==> config.mk <==
export PLATFORM = sky130hd
export DESIGN_NAME = utf8_to_utf16_decoder
export DESIGN_NICKNAME = d
export VERILOG_FILES = /design/src/sv/u8u16_pkg.sv /design/src/sv/utf8_to_utf16_decoder.sv /design/src/sv/u8u16_core.sv /design/src/sv/u8u16_obuf.sv
export SDC_FILE = /design/constraint.sdc
export NUM_CORES = 1
export LEC_CHECK = 0
export BUFFER_PORTS_ARGS = -buffer_cell sky130_fd_sc_hd__buf_4
export CORE_MARGIN = 1
export CORE_UTILIZATION = 40
export CTS_CLUSTER_DIAMETER = 30
export DETAILED_ROUTE_END_ITERATION = 12
export PLACE_DENSITY_LB_ADDON = 0.12
export SLEW_MARGIN = 20
export SYNTH_ARGS = -nofsm -noshare
export SYNTH_HDL_FRONTEND = slang
export SYNTH_HIERARCHICAL = 1
export SYNTH_SLANG_ARGS = --single-unit
export TNS_END_PERCENT = 10
==> constraint.sdc <==
create_clock -name clk -period 7.56 [get_ports clk]
set_input_delay 0.756 -clock clk [delete_from_list [all_inputs] [get_ports clk]]
set_output_delay 0.756 -clock clk [all_outputs]
set_load 0.01 [all_outputs]
==> src/sv/u8u16_pkg.sv <==
// ----------------------------------------------------------------------------
// u8u16_pkg
// Types, constants and lead-byte decode shared by the UTF-8 to UTF-16 decoder.
// ----------------------------------------------------------------------------
package u8u16_pkg;

  localparam logic [15:0] QMARK      = 16'h003F;
  localparam logic [15:0] HI_SURR    = 16'hD800;
  localparam logic [15:0] HI_SURR_MX = 16'hDBFF;
  localparam logic [5:0]  LO_SURR_HI = 6'b110111;
  localparam logic [25:0] SUPP_BASE  = 26'h0010000;

  localparam logic [2:0] LEN_2 = 3'd2;
  localparam logic [2:0] LEN_3 = 3'd3;
  localparam logic [2:0] LEN_4 = 3'd4;
  localparam logic [2:0] LEN_5 = 3'd5;
  localparam logic [2:0] LEN_6 = 3'd6;

  localparam int unsigned OBUF_DEPTH = 4;
  localparam int unsigned OBUF_AW    = $clog2(OBUF_DEPTH);
  localparam int unsigned OBUF_CW    = $clog2(OBUF_DEPTH + 1);

  typedef struct packed {
    logic        emit;
    logic [15:0] unit;
    logic        open;
    logic [2:0]  len;
    logic [20:0] bits;
    logic        skip;
  } lead_t;

  typedef struct packed {
    logic [15:0] code_unit;
    logic        cesu_seen;
    logic        run_end;
  } entry_t;

  typedef struct packed {
    logic [1:0]  cnt;
    logic [15:0] unit0;
    logic [15:0] unit1;
    logic        cesu;
  } res_t;

  function automatic lead_t lead_decode(input logic [7:0] b);
    lead_t l;
    l = '0;
    if (b[7] == 1'b0) begin
      l.emit = 1'b1;
      l.unit = {8'h00, b};
    end else if (b[7:5] == 3'b110) begin
      l.open = 1'b1;
      l.len  = LEN_2;
      l.bits = {16'h0000, b[4:0]};
    end else if (b[7:4] == 4'b1110) begin
      l.open = 1'b1;
      l.len  = LEN_3;
      l.bits = {17'h00000, b[3:0]};
    end else if (b[7:3] == 5'b11110) begin
      l.open = 1'b1;
      l.len  = LEN_4;
      l.bits = {18'h00000, b[2:0]};
    end else if (b[7:2] == 6'b111110) begin
      l.open = 1'b1;
      l.len  = LEN_5;
      l.bits = {19'h00000, b[1:0]};
    end else if (b[7:1] == 7'b1111110) begin
      l.open = 1'b1;
      l.len  = LEN_6;
      l.bits = {20'h00000, b[0]};
    end else begin
      l.emit = 1'b1;
      l.unit = QMARK;
      l.skip = 1'b1;
    end
    return l;
  endfunction

endpackage

==> src/sv/utf8_to_utf16_decoder.sv <==
// Path: the decode is combinational; the code units of an accepted byte are
// written into the result buffer, and the head entry drives the outputs.
// Throughput: one byte per cycle while in_tready is high; one code unit leaves
// per cycle while out_tready is high. Bytes giving two units (surrogate pairs,
// cut-short sequences) throttle input through the four-entry result buffer.
// Reset: synchronous active-low rst_n clears sequence state and the buffer.
// ----------------------------------------------------------------------------
// utf8_to_utf16_decoder
// UTF-8 bytes in, UTF-16 code units out, one byte per cycle while in_tready.
// ----------------------------------------------------------------------------
module utf8_to_utf16_decoder (
  input  logic        clk,
  input  logic        rst_n,
  input  logic        in_tvalid,
  output logic        in_tready,
  input  logic [7:0]  in_tdata,   // [7:0] text_byte
  input  logic        in_tlast,   // final_byte
  output logic        out_tvalid,
  input  logic        out_tready,
  output logic [15:0] out_tdata,  // [15:0] code_unit
  output logic [0:0]  out_tuser,  // [0] cesu_seen
  output logic        out_tlast   // run_end
);

  logic                fire;
  u8u16_pkg::res_t     res;
  u8u16_pkg::entry_t   head;

  assign fire = in_tvalid && in_tready;

  u8u16_core u_core (
    .clk        (clk),
    .rst_n      (rst_n),
    .fire       (fire),
    .text_byte  (in_tdata),
    .final_byte (in_tlast),
    .res        (res)
  );

  u8u16_obuf u_obuf (
    .clk      (clk),
    .rst_n    (rst_n),
    .wr_en    (fire),
    .res      (res),
    .room     (in_tready),
    .rd_valid (out_tvalid),
    .rd_en    (out_tready),
    .rd_data  (head)
  );

  assign out_tdata = head.code_unit;
  assign out_tuser = head.cesu_seen;
  assign out_tlast = head.run_end;

endmodule

==> src/sv/u8u16_core.sv <==
// ----------------------------------------------------------------------------
// u8u16_core
// Sequence state and per-byte decode; yields up to two code units a byte.
// ----------------------------------------------------------------------------
module u8u16_core (
  input  logic                clk,
  input  logic                rst_n,
  input  logic                fire,
  input  logic [7:0]          text_byte,
  input  logic                final_byte,
  output u8u16_pkg::res_t     res
);

  logic [2:0]  exp_r, exp_nxt;
  logic [2:0]  rem_r, rem_nxt;
  logic [20:0] code_r, code_nxt;
  logic        skip_r, skip_nxt;
  logic        cesu_r, cesu_nxt;

  logic              cont;
  logic [20:0]       code_sh;
  logic [25:0]       supp;
  u8u16_pkg::lead_t  lead;
  u8u16_pkg::res_t   r;

  always_comb begin
    exp_nxt  = exp_r;
    rem_nxt  = rem_r;
    code_nxt = code_r;
    skip_nxt = skip_r;
    cesu_nxt = cesu_r;
    r        = '0;
    r.unit0  = u8u16_pkg::QMARK;
    r.unit1  = u8u16_pkg::QMARK;
    cont     = (text_byte[7:6] == 2'b10);
    code_sh  = {code_r[14:0], text_byte[5:0]};
    supp     = {5'b00000, code_sh} - u8u16_pkg::SUPP_BASE;
    lead     = u8u16_pkg::lead_decode(text_byte);

    if (rem_r != 3'd0) begin
      if (cont) begin
        rem_nxt  = rem_r - 3'd1;
        code_nxt = code_sh;
        if (rem_r == 3'd1) begin
          exp_nxt  = 3'd0;
          code_nxt = '0;
          r.cnt    = 2'd1;
          unique case (exp_r)
            u8u16_pkg::LEN_2: r.unit0 = {5'b00000, code_sh[10:0]};
            u8u16_pkg::LEN_3: begin
              r.unit0 = code_sh[15:0];
              if (code_sh[15:0] >= u8u16_pkg::HI_SURR &&
                  code_sh[15:0] <= u8u16_pkg::HI_SURR_MX) begin
                cesu_nxt = 1'b1;
              end
            end
            u8u16_pkg::LEN_4: begin
              r.cnt   = 2'd2;
              r.unit0 = supp[25:10] + u8u16_pkg::HI_SURR;
              r.unit1 = {u8u16_pkg::LO_SURR_HI, supp[9:0]};
            end
            default: r.unit0 = u8u16_pkg::QMARK;
          endcase
        end
      end else begin
        r.cnt    = 2'd1;
        exp_nxt  = 3'd0;
        rem_nxt  = 3'd0;
        code_nxt = '0;
        if (lead.emit) begin
          r.cnt   = 2'd2;
          r.unit1 = lead.unit;
        end
        if (lead.open) begin
          exp_nxt  = lead.len;
          rem_nxt  = lead.len - 3'd1;
          code_nxt = lead.bits;
        end
        if (lead.skip) begin
          skip_nxt = 1'b1;
        end
      end
    end else if (!(skip_r && cont)) begin
      skip_nxt = lead.skip;
      if (lead.emit) begin
        r.cnt   = 2'd1;
        r.unit0 = lead.unit;
      end
      if (lead.open) begin
        exp_nxt  = lead.len;
        rem_nxt  = lead.len - 3'd1;
        code_nxt = lead.bits;
      end
    end

    if (final_byte) begin
      if (rem_nxt != 3'd0) begin
        if (r.cnt == 2'd0) begin
          r.unit0 = u8u16_pkg::QMARK;
        end else begin
          r.unit1 = u8u16_pkg::QMARK;
        end
        r.cnt = r.cnt + 2'd1;
      end
      exp_nxt  = 3'd0;
      rem_nxt  = 3'd0;
      code_nxt = '0;
      skip_nxt = 1'b0;
    end

    r.cesu = cesu_nxt;
    if (final_byte) begin
      cesu_nxt = 1'b0;
    end
    res = r;
  end

  always_ff @(posedge clk) begin
    if (!rst_n) begin
      exp_r  <= '0;
      rem_r  <= '0;
      code_r <= '0;
      skip_r <= 1'b0;
      cesu_r <= 1'b0;
    end else if (fire) begin
      exp_r  <= exp_nxt;
      rem_r  <= rem_nxt;
      code_r <= code_nxt;
      skip_r <= skip_nxt;
      cesu_r <= cesu_nxt;
    end
  end

`ifndef SYNTH
  a_rem_below_len: assert property (@(posedge clk) disable iff (!rst_n)
    (rem_r != 3'd0) |-> (exp_r > rem_r))
    else $error("remaining count not below sequence length");
  a_skip_idle: assert property (@(posedge clk) disable iff (!rst_n)
    skip_r |-> (rem_r == 3'd0))
    else $error("skipping while a sequence is open");
`endif

endmodule

==> src/sv/u8u16_obuf.sv <==
// ----------------------------------------------------------------------------
// u8u16_obuf
// Result buffer: takes up to two units a cycle, gives one a cycle while rd_en.
// ----------------------------------------------------------------------------
module u8u16_obuf (
  input  logic                                clk,
  input  logic                                rst_n,
  input  logic                                wr_en,
  input  u8u16_pkg::res_t                     res,
  output logic                                room,
  output logic                                rd_valid,
  input  logic                                rd_en,
  output u8u16_pkg::entry_t                   rd_data
);

  u8u16_pkg::entry_t                    mem_r [u8u16_pkg::OBUF_DEPTH];
  logic [u8u16_pkg::OBUF_AW-1:0]        wp_r, wp_nxt;
  logic [u8u16_pkg::OBUF_AW-1:0]        rp_r, rp_nxt;
  logic [u8u16_pkg::OBUF_CW-1:0]        cnt_r, cnt_nxt;
  logic [1:0]                           n_wr;
  logic                                 pop;

  assign n_wr     = wr_en ? res.cnt : 2'd0;
  assign pop      = rd_en && rd_valid;
  assign rd_valid = (cnt_r != '0);
  assign rd_data  = mem_r[rp_r];
  assign room     = (cnt_r <= u8u16_pkg::OBUF_CW'(u8u16_pkg::OBUF_DEPTH - 2));

  always_comb begin
    wp_nxt  = wp_r + u8u16_pkg::OBUF_AW'(n_wr);
    rp_nxt  = rp_r + u8u16_pkg::OBUF_AW'(pop);
    cnt_nxt = cnt_r + u8u16_pkg::OBUF_CW'(n_wr) - u8u16_pkg::OBUF_CW'(pop);
  end

  always_ff @(posedge clk) begin
    if (n_wr != 2'd0) begin
      mem_r[wp_r] <= '{code_unit: res.unit0, cesu_seen: res.cesu,
                       run_end: (n_wr == 2'd1)};
    end
    if (n_wr == 2'd2) begin
      mem_r[wp_r + u8u16_pkg::OBUF_AW'(1)] <= '{code_unit: res.unit1,
                                               cesu_seen: res.cesu, run_end: 1'b1};
    end
  end

  always_ff @(posedge clk) begin
    if (!rst_n) begin
      wp_r  <= '0;
      rp_r  <= '0;
      cnt_r <= '0;
    end else begin
      wp_r  <= wp_nxt;
      rp_r  <= rp_nxt;
      cnt_r <= cnt_nxt;
    end
  end

`ifndef SYNTH
  a_no_overflow: assert property (@(posedge clk) disable iff (!rst_n)
    cnt_r <= u8u16_pkg::OBUF_CW'(u8u16_pkg::OBUF_DEPTH))
    else $error("result buffer overflow");
  a_cnt_track: assert property (@(posedge clk) disable iff (!rst_n)
    1'b1 |=> cnt_r == $past(cnt_r) + u8u16_pkg::OBUF_CW'($past(n_wr))
                      - u8u16_pkg::OBUF_CW'($past(pop)))
    else $error("result count out of step with writes and reads");
`endif

endmodule

==> results.toml, run 1 <==
[timing]
fmax_mhz = 200
maxSlewViolCount = 0
finalSetupTns_ns = 0
fin_crit_ns = 5.01
hold_violations = 0
setup_viol = 0
fin_crit_sh_pct = 66.2
worst_slew_pin_slew_ns = 1.12
rsz0062_at_grt = "false"
maxSlewHeadroom_pct = 25.0
clock_skew_ns = 0.00624

[die]
rows = 44
pin_count = 33
die_h_um = 126
start_util_pct = 41.5
core_area_sq_um = 14800
dieArea_sq_um = 15800
die-width_um = 126

[global_routing]
grt_pass1_wl_mm = 26.3
grt_max_degree = 33
grt_pass1_vias = 4531
antenna_found_initial = 0
grt_overflow = 0
grt_usage_pct = 21.6

[clock_tree]
clk_pin_slew_ns = 0.07
cts_hold_buf = 0
cts_made_buffers = 9
cts_buffer_depth = 2
cts.repair.resized = 0
h-tree-depth = 3
cts_root_buf = "clkbuf_16"
clock-sinks = 102
cts_tree = "done"
postCtsSetupRepairBufs = 0
clock_latency_ns = 0.36

[logic_synthesis]
ys_warn_count = 6
synth_top_family_by_area = "compound AO/OA/AOI/OAI gates"
synthTopCellsByArea = "edfxtp_1, dfxtp_1, a22o_1"
synthArstFlopShare_pct = 0
syn_area_sq_um = 6120
synth_common_cells = "edfxtp_1, nand2_1, a22o_1"
yosysSeqAreaShare_pct = 44.5
synth_compound_area_share_pct = 23.4
syn_inst = 564
synth_edf_count = 68
synth_top_cell_area_share_pct = 33.3
synthMuxAreaShare_pct = 6.97
synth_area_per_cell_sq_um = 10.9
ys_types = 68
synth-simple-area-share_pct = 15.4
synthFlopType = "edfxtp_1"
synth_fa_ha_area_share_pct = 2.17
synth_nets = 587
synth_most_common_cell = "edfxtp_1"
synth_top_area_cell = "edfxtp_1"
ys_seq_elements = 102
synth_xor_area_share_pct = 1.70

[power_and_ir_drop]
p_per_area_nw_per_um2 = 267
p_leak_uw = 0.00234
vdd_drop_max_mv = 0.116

[placed_design]
place.gp.congestion = 0.933
place_hpwl_mm = 11.3
io_buffers = 32

[setup_path]
endpoint_kind = "flip-flop"
critPathLaunchType = "primary input"
critPathRequiredTime_ns = 7.57
worstPathMaxFanout = 21
crit_arrival_ns = 5.02
crit_type = "in2reg"

[finish]
final_util_pct = 45.2
drive_gt1_share_pct = 17.7
insertedDiodeCount = 0
fillers = 1414
final_nets = 583
syn2layout_area_growth_pct = 8.78

[routing]
ant_nets = 0
routed_wirelength_mm = 16.4
drtIter0Drc = 381
drt_pre_antenna_iters = 5
num_vias = 4699
via_per_inst = 6.27
wl_per_cell_um = 21.9
drc_errors = 0

[min_path]
hold_class = "reg2reg"

[outcome]
status = "completed"

[flow_run]
cap_viol_max_count = 0
## worst max-delay path, stage by stage
cell,delay (ns)
buf_4,0.14
and2_1,0.26
o21ai_0,0.12
nand2_1,0.11
ha_1,0.30
a211oi_2,0.06
a311o_4,0.37
o31ai_4,0.49
mux2i_1,0.79
nand3b_4,0.42
nor3_4,0.65
or2_2,0.51
## layout by cell type, fill, tap and decap left out, drive strengths merged, types with 18 or more instances in the layout
cell	netlist	routed
a22o	48	48
nand3	35	35
mux4	18	18
nor2	22	22
edfxtp	68	68
dfxtp	34	34
nor3	20	20
buf	38	37
nand2	55	55
a21boi	19	19
## per-layer routing
| metal | vias to the layer above | track usage [%] | part of all wire (%) |
|---|---|---|---|
| li1 | 2164 | - | - |
| met1 | 2340 | 30.0 | 47 |
| met2 | 169 | 33.8 | 46 |
| met3 | 26 | 4.50 | 5.4 |
| met4 | 0 | 6.66 | 1.5 |
| met5 | - | 0 | 0 |
## report_power, final
part           internal [uW]  switching [uW]
Combinational            246             333
Clock                    262             223
Sequential               671            45.9
Total                   1180             602
## per-stage QoR
step | power [uW] | hold slack [ns] | setup slack, ns | std cells | instance area [sq um]
5_1_grt | 1870 | 0.524 | 2.14 | 749 | 6660
3_3_place_gp | 1290 | 0.483 | 2.37 | 733 | 6340
3_5_place_dp | 1310 | 0.481 | 2.25 | 733 | 6340
2_1_floorplan | 1140 | 0.454 | 3.23 | 564 | 6120
6_report | 1780 | 0.496 | 2.55 | 749 | 6660
4_1_cts | 1790 | 0.492 | 2.57 | 749 | 6650
## registers in the layout, indices dropped and copies added, names as in the netlist
register / count
u_obuf/cnt_r: 3
u_core/skip_r: 1
u_obuf/wp_r: 2
u_core/code_r: 15
u_core/rem_r: 3
u_obuf/rp_r: 2
u_core/exp_r: 3
u_core/cesu_r: 1
u_obuf/mem_r: 72
## cells by family (layout without fill, tap and decap cells)
group | after synthesis | count (layout)
multiplexers | 20 | 20
other | 1 | 1
XOR/XNOR | 11 | 11
adder cells (fa/ha/maj) | 10 | 10
AND/OR/NAND/NOR | 178 | 178
AO/OA/AOI/OAI | 176 | 176
buffers and inverters | 66 | 67
flip-flops | 102 | 102
## layout make-up
type,count,area [sq um],area share (%)
Clock inverter,7,80.1,1.20
Tap cell,184,230,3.46
Inverter,14,52.6,0.789
Multi-Input combinational cell,396,3070,46.1
Timing Repair Buffer,37,278,4.17
Clock buffer,9,225,3.38
Sequential cell,102,2720,40.9
## worst paths after layout
check                           from             endpoint  slack (ns)  cells past startpoint
setup / recovery         in_tdata[5]  u_obuf/mem_r[2][17]        2.55                     12
hold / removal    u_obuf/mem_r[3][0]   u_obuf/mem_r[3][0]        0.50                      2
hold reg to reg   u_obuf/mem_r[3][0]   u_obuf/mem_r[3][0]        0.50                      2
setup reg to reg     u_core/rem_r[1]  u_obuf/mem_r[2][17]        2.55                     10
Power figures use the tool's default switching activity.
==> run 2, diff against run 1 <==
- clock period: 7.56 -> 5.2 ns (I/O delays scaled with it)
==> run 2 against run 1 <==
Effect of this change: non-clock buffer count is 9 higher; cell area is 1.1% higher; total power is 48% higher; cell count is 1.2% higher; largest power group unchanged.
==> results.toml, run 2 (synthesized netlist as in run 1, its figures left out) <==
[timing]
worst_slew_pin_slew_ns = 0.978
clock_skew_ns = 0.00781
finalSetupTns_ns = 0
maxSlewViolCount = 0
setup_viol = 0
holdWs_ns = 0.485
fin_crit_ns = 4.26
fmax_mhz = 235
fin_crit_sh_pct = 81.9
rsz0062_at_grt = "false"
hold_violations = 0
maxSlewHeadroom_pct = 34.7

[setup_path]
crit_type = "reg2reg"
crit_arrival_ns = 4.52
critPathRequiredTime_ns = 5.46
critPathLaunchType = "flip-flop"
worstPathMaxFanout = 14
endpoint_kind = "flip-flop"

[global_routing]
grt_pass1_vias = 4485
grt_pass1_wl_mm = 25.7
grt_max_degree = 33
antenna_found_initial = 0
grt_overflow = 0
grt_usage_pct = 21.2

[finish]
largest_reg_flops = 72
syn2layout_area_growth_pct = 10.0
mostFrequentLayoutCells = "edfxtp_1, nand2_1, a22o_1, buf_4, nand3_1"
regArea_sq_um = 2720
regMostFlops = "u_obuf/mem_r"
insertedDiodeCount = 0
final_nets = 592
drive_gt1_share_pct = 19.0
design_area_sq_um = 6740
top_regs = "u_obuf/mem_r x72, u_core/code_r x15"
final_common_cell = "edfxtp_1"
fillers = 1409
multi_input_area_sq_um = 3060

[power_and_ir_drop]
seqPwrFrac_pct = 39.4
pwr-share-comb_pct = 32.5
switchingPower_uw = 873
clkPwrFrac_pct = 28.1
swShare_pct = 33.1
p_leak_uw = 0.00241
p_per_area_nw_per_um2 = 391
p_int_uw = 1760
vdd_drop_max_mv = 0.150

[routing]
wl_per_cell_um = 21.3
num_vias = 4647
via_per_inst = 6.13
ant_nets = 0
drtIter0Drc = 334
drt_pre_antenna_iters = 5
routed_wirelength_mm = 16.2
drc_errors = 0

[clock_tree]
clock-sinks = 102
cts_made_buffers = 9
cts.repair.resized = 0
clk_pin_slew_ns = 0.08
clock_latency_ns = 0.36
cts_tree = "done"
postCtsSetupRepairBufs = 0
cts_root_buf = "clkbuf_16"
cts_buffer_depth = 2
h-tree-depth = 3
cts_hold_buf = 0

[die]
core_area_sq_um = 14800
dieArea_sq_um = 15800
die_h_um = 126
pin_count = 33
start_util_pct = 41.5
rows = 44
die-width_um = 126

[placed_design]
place.gp.congestion = 0.888
place_hpwl_mm = 11.3
io_buffers = 32
place_area_sq_um = 6410

[min_path]
hold_class = "in2reg"

[flow_run]
cap_viol_max_count = 0

[outcome]
status = "completed"
run 2: cell count changes in the layout (fill, tap and decap cells not counted):
cell / delta
buf_4: +9
clkinvlp_4: -2
o22ai_2: +2
o22ai_4: -2
clkbuf_1: +1
clkbuf_16: +1
clkinv_1: -1
clkinv_4: +1
clkinv_8: +1
inv_8: -1
run 2: power groups by stage:
stage | Clock [uW] | Combinational, uW | Sequential, uW
5_1_grt | 788 | 932 | 1050
4_1_cts | 759 | 865 | 1040
3_3_place_gp | 0 | 856 | 1050
2_1_floorplan | 0 | 635 | 1020
6_report | 741 | 857 | 1040
3_5_place_dp | 0 | 862 | 1060
run 2: path summary, 6_finish.rpt:
check	startpoint	to	slack [ns]	cells past startpoint
worst max register to register	u_core/rem_r[1]	u_obuf/cnt_r[2]	0.94	15
worst max-delay path	u_core/rem_r[1]	u_obuf/cnt_r[2]	0.94	15
worst min-delay path	in_tdata[5]	u_core/code_r[5]	0.49	3
worst min register to register	u_core/code_r[11]	u_core/code_r[11]	0.49	2
run 2: cell type report:
type | instances | share of cell area (%)
Clock inverter | 5 | 1.11
Clock buffer | 11 | 3.77
Inverter | 14 | 0.780
Timing Repair Buffer | 46 | 5.12
Tap cell | 184 | 3.42
Multi-Input combinational cell | 396 | 45.4
Sequential cell | 102 | 40.4
run 2: critical path, cell delays in order, from the launching register on:
cell and delay (ns):
dfxtp_1 0.35, inv_1 0.13, ha_1 0.24, and2b_1 0.47, a211oi_1 0.11, a311o_4 0.43, o31ai_4 0.50, mux2i_1 0.41
buf_4 0.23, nand2_1 0.09, ha_1 0.30, inv_1 0.05, fa_1 0.42, xnor2_1 0.15, xnor2_1 0.12, and2_1 0.15
run 2: metrics by stage:
| stage | util [%] | total power (uW) | worst slack, ns | instances |
|---|---|---|---|---|
| 2_1_floorplan | - | 1660 | 1.11 | 564 |
| 3_3_place_gp | 43.4 | 1910 | 0.915 | 742 |
| 3_5_place_dp | 43.4 | 1920 | 0.838 | 742 |
| 4_1_cts | 45.7 | 2660 | 0.964 | 758 |
| 5_1_grt | 45.7 | 2770 | 0.661 | 758 |
| 6_report | 45.7 | 2630 | 0.943 | 758 |
run 2: metal layers:
| metal | global-route usage (%) | routed length [um] | vias to the layer above |
|---|---|---|---|
| met5 | 0 | 0 | - |
| met4 | 5.10 | 152 | 0 |
| met3 | 3.36 | 771 | 9 |
| met2 | 35.2 | 7710 | 143 |
| met1 | 29.0 | 7530 | 2310 |
| li1 | - | - | 2185 |
